**config.mk**
```make
export PLATFORM = sky130hd
export DESIGN_NAME = bdq_cell
export DESIGN_NICKNAME = d
export VERILOG_FILES = /design/src/rtl/assert_macros.svh /design/src/rtl/bdq_pkg.sv /design/src/rtl/bdq_cell.sv
export SDC_FILE = /design/constraint.sdc
export NUM_CORES = 1
export LEC_CHECK = 0
export BUFFER_PORTS_ARGS = -buffer_cell sky130_fd_sc_hd__buf_4
export CAP_MARGIN = 20
export CORE_UTILIZATION = 38
export CTS_CLUSTER_SIZE = 40
export DETAILED_ROUTE_END_ITERATION = 10
export PLACE_DENSITY = 0.88
export SYNTH_ARGS = -nofsm -noshare
export SYNTH_HDL_FRONTEND = slang
export SYNTH_SLANG_ARGS = --single-unit
```
**constraint.sdc**
```tcl
create_clock -name clk_i -period 2.3 [get_ports clk_i]
set_clock_uncertainty 0.2 [all_clocks]
set_input_delay 0.345 -clock clk_i [delete_from_list [all_inputs] [get_ports clk_i]]
set_output_delay 0.345 -clock clk_i [all_outputs]
set_load 0.005 [all_outputs]
```
**src/rtl/assert_macros.svh**
```systemverilog
// -----------------------------------------------------------------------------
// Assertion macros
// Concurrent assertion wrappers, compiled out when SYNTHESIS is defined.
// -----------------------------------------------------------------------------
`ifndef ASSERT_MACROS_SVH
`define ASSERT_MACROS_SVH

`ifndef SYNTHESIS
// clocked check, disabled while reset is asserted (active low)
`define ASSERT_CLK(name, clk, rst_n, prop, msg) \
  name: assert property (@(posedge clk) disable iff (!rst_n) prop) else $error(msg);
// clocked check that also holds during reset
`define ASSERT_ALWAYS(name, clk, prop, msg) \
  name: assert property (@(posedge clk) prop) else $error(msg);
`else
`define ASSERT_CLK(name, clk, rst_n, prop, msg)
`define ASSERT_ALWAYS(name, clk, prop, msg)
`endif

`endif

```
**src/rtl/bdq_pkg.sv**
```systemverilog
// -----------------------------------------------------------------------------
// bdq_pkg
// Shared types, codes and elaboration helpers of the bounded deque.
// -----------------------------------------------------------------------------
`default_nettype none

package bdq_pkg;

  localparam int KIND_W   = 3;
  localparam int VALUE_W  = 32;
  localparam int POS_W    = 7;
  localparam int STATUS_W = 2;
  localparam int COUNT_W  = 7;
  localparam int TREE_RADIX_LOG2 = 3;

  typedef enum logic [KIND_W-1:0] {
    KIND_PUSH_FRONT = 3'd0,
    KIND_PUSH_BACK  = 3'd1,
    KIND_POP_FRONT  = 3'd2,
    KIND_POP_BACK   = 3'd3,
    KIND_READ       = 3'd4,
    KIND_INSERT     = 3'd5
  } kind_e;

  typedef enum logic [STATUS_W-1:0] {
    STATUS_OK    = 2'd0,
    STATUS_EMPTY = 2'd1,
    STATUS_FULL  = 2'd2,
    STATUS_RANGE = 2'd3
  } status_e;

  typedef enum logic [1:0] {
    CELL_HOLD,
    CELL_INSERT,
    CELL_POP_FRONT
  } cell_op_e;

  typedef enum logic {
    ST_IDLE,
    ST_WALK
  } state_e;

  typedef struct packed {
    logic [VALUE_W-1:0] element;
    status_e            status;
    logic [COUNT_W-1:0] count;
  } result_t;

  // number of nodes on level l of a radix-8 reduction over n leaves (level 0 = leaves)
  function automatic int level_size(input int n, input int l);
    int s;
    s = n;
    for (int k = 0; k < 16; k++) begin
      if (k < l) begin
        s = (s + 7) >> TREE_RADIX_LOG2;
      end
    end
    return s;
  endfunction

  // registered levels needed to reduce n leaves to a single node
  function automatic int tree_levels(input int n);
    int s;
    int l;
    s = n;
    l = 0;
    for (int k = 0; k < 16; k++) begin
      if (s > 1) begin
        s = (s + 7) >> TREE_RADIX_LOG2;
        l++;
      end
    end
    return l;
  endfunction

  // offset of level l in the flat node store, which holds levels 1 and up
  function automatic int level_base(input int n, input int l);
    int b;
    b = 0;
    for (int k = 1; k < 16; k++) begin
      if (k < l) begin
        b += level_size(n, k);
      end
    end
    return b;
  endfunction

endpackage

`default_nettype wire

```
**src/rtl/bdq_cell.sv**
```systemverilog
// -----------------------------------------------------------------------------
// bdq_cell
// One storage cell of the deque row; shifts with its neighbours.
// -----------------------------------------------------------------------------
`default_nettype none

module bdq_cell #(
  parameter int DATA_WIDTH = 32,
  parameter int INDEX_W    = 6,
  parameter int INDEX      = 0
) (
  input  wire logic                  clk_i,
  input  bdq_pkg::cell_op_e          op_i,
  input  wire logic [INDEX_W-1:0]    pos_i,
  input  wire logic [INDEX_W-1:0]    sel_i,
  input  wire logic [DATA_WIDTH-1:0] word_i,
  input  wire logic [DATA_WIDTH-1:0] prev_i,
  input  wire logic [DATA_WIDTH-1:0] next_i,
  output logic      [DATA_WIDTH-1:0] data_o,
  output logic      [DATA_WIDTH-1:0] tap_o
);
  import bdq_pkg::*;

  localparam logic [INDEX_W-1:0] MyIdx = INDEX_W'(INDEX);

  logic [DATA_WIDTH-1:0] data_q;
  logic [DATA_WIDTH-1:0] data_d;

  always_comb begin
    data_d = data_q;
    case (op_i)
      CELL_INSERT: begin
        // open a gap at pos: cells behind it take the left neighbour
        if (MyIdx > pos_i) begin
          data_d = prev_i;
        end else if (MyIdx == pos_i) begin
          data_d = word_i;
        end
      end
      CELL_POP_FRONT: data_d = next_i;
      default:        data_d = data_q;
    endcase
  end

  always_ff @(posedge clk_i) begin
    data_q <= data_d;
  end

  assign data_o = data_q;
  // drive the select tree only when this cell is addressed
  assign tap_o  = (sel_i == MyIdx) ? data_q : '0;

endmodule

`default_nettype wire

```
==> summary.md <==
| Metric | Value |
|---|---|
| Vias after detailed routing | `approximately 1700` |
| Pwr Density | `453 mW/mm^2` |
| Initial DRC count | `38` |
| Diode count | `0` |
| Post-Synthesis Net Count | `approximately 230` |
| Mapped Avg Cell Area | `16.9 sq um` |
| Hold-fix buffers at CTS | `0` |
| Post-Route WL | `approximately 5.5 mm` |
| DRC Markers | `0` |
| Hold path endpoint | `data_o[10]` |
| Number of clock sinks | `32` |
| Initial core utilization | `40.3%` |
| Final net count | `between 300 and 400` |
| Routed wire length per instance | `16.7 um` |
| Synth warnings | `0` |
| Die X | `roughly 73 um` |
| Initial antenna violation count | `0` |
| Fin util | `65.8%` |
| CP startpoint kind | `primary input` |
| Clk buf depth | `2` |
| Share of post-route cells with drive strength above 1 | `72.3%` |
| CTS root buf | `clkbuf_8` |
| Cts bufs inserted | `5` |
| Synth area leader | `edfxtp_1` |
| Syn Inst Count | `115` |
| Setup ws final | `0.0406 ns` |
| Cell Area, Placed | `0.00306 sq mm` |
| Crit Path Max Fanout | `4` |
| Via density | `5.05` |
| CP Data Required Time | `1.75 ns` |
| RSZ-0062 raised after global routing | `no` |
| First-pass GRT wire length | `7.94 mm` |
| CTS clk-pin slew, worst paths | `around 0.070 ns` |
| Worst setup EP type | `output port` |
| Setup violators final | `0` |
| Relative slew slack | `~64%` |
| Worst min path class | `in -> reg` |
| Global route overflow | `0` |
| Drt pass-1 iters | `4` |
| WHS | `0.150 ns` |
| CTS tree | `yes` |
| Final min period | `2.26 ns` |
| Final antenna-violating net count | `0` |
| Most frequent cells in the layout | `148 x buf_4, 32 x mux2_1, 32 x edfxtp_1` |
| Worst Max-Slew Pin Slew | `0.543 ns` |
| Hold path cells | `2` |
| Fmax | `~440 MHz` |
| Outcome | `completed` |
| Final Slew Violations | `0` |
| Number of flip-flops in the largest register | `32` |
| Crit share post-route | `98.2%` |
| Maximum capacitance violations | `0` |
| Peak supply drop | `312 uV` |
| Core area | `0.00482 sq mm` |
| Vias in the first global route | `~1600` |
| P_leak | `about 0.0013 uW` |
| Area grow syn2layout | `63.2%` |
| Hold Fails Final Rpt | `0` |
| Sequential area share after synthesis | `49.5%` |
| Dpl ws | `0.0211 ns` |
| Die Area | `approximately 0.0054 sq mm` |
| Share of the synthesized area in the top cell type | `49.5%` |
| Yosys cell types | `13` |
| Fin area | `roughly 0.0032 sq mm` |
| WP data arrival | `about 1.7 ns` |
| Die Y | `73.5 um` |
| DP HPWL | `3.91 mm` |
| Top cells by area, synth | `edfxtp_1 49%, nor4b_2 23%, mux2_1 19%` |
| Sum of negative setup slack | `0 ns` |
| Hold_sp | `word_i[10]` |
| Most common cell after layout, fill and taps aside | `buf_4` |
| Critical path class | `in -> out` |
| Row cnt | `25` |
| I/O Pins | `175` |
| Netlist Area Pre-Place | `between 0.0015 and 0.002 sq mm` |
| Largest net degree at the start of global routing | `33` |
| Synthesized flop and latch total | `32` |
| Routability-driven placement congestion ratio | `0.721` |
| Gr usage total | `19.7%` |
| IO Port Bufs | `142` |
| H-tree depth | `2` |
area by class of cell:
| cell class | instances | area (sq um) |
|---|---|---|
| Clock inverter | 1 | 3.75 |
| Tap cell | 67 | 83.8 |
| Clock buffer | 7 | 76.3 |
| Sequential cell | 32 | 961 |
| Fill cell | 388 | 1650 |
| Multi-Input combinational cell | 70 | 893 |
| Timing Repair Buffer | 150 | 1150 |
stage by stage:
step	cells	total power, uW
3_3_place_gp	316	1030
6_report	327	1440
4_1_cts	324	1450
2_1_floorplan	115	840
5_1_grt	327	1500
3_5_place_dp	316	1040
logic make-up after synthesis:
family	count (synthesis)	share of synthesized area [%]
AOI/OAI and AO/OA	1	0.387
muxes	32	18.6
DFF	32	49.5
and+or+nand+nor	36	25.8
buffers and inverters	14	5.80
per-layer routing:
metal  GRT usage (%)  up-vias  wire [um]
met5               0        -          0
met1            22.3      797       2070
li1                -      761          -
met3            5.08        4        397
met4            5.56        0         46
met2            36.2       89       2950
power breakdown:
part,internal (uW),switching (uW)
clock,211,199
combinational,193,117
sequential,697,20.0
worst max-delay path by stage:
stage          startpoint   endpoint  slack [ns]  depth (start not counted)
2_1_floorplan     op_i[1]  data_o[0]        0.11                          4
3_3_place_gp     sel_i[1]  tap_o[18]        0.02                          5
3_5_place_dp     sel_i[1]  tap_o[26]        0.02                          5
4_1_cts          sel_i[1]  tap_o[26]        0.02                          5
5_1_grt          sel_i[2]  tap_o[31]      0.0001                          4
6_report         sel_i[2]   tap_o[0]        0.04                          4
synth_stat cells:
cell type and instances:
a21o_1 1, buf_1 6, buf_12 3, buf_2 3
buf_6 1, clkbuf_1 1, edfxtp_1 32, mux2_1 32
nor2b_1 1, nor4_1 1, nor4b_1 3, nor4b_2 30
or4_4 1
critical path: stages:
cell,delay [ns]
buf_4,0.12
or4_2,0.76
nor4b_1,0.32
buf_4,0.17
repair_timing:
action,CTS,global route
setup endpoints to repair,0,8
buffers inserted,0,2
gates resized for setup,0,1
No activity file was read; power rests on OpenSTA's default activity.
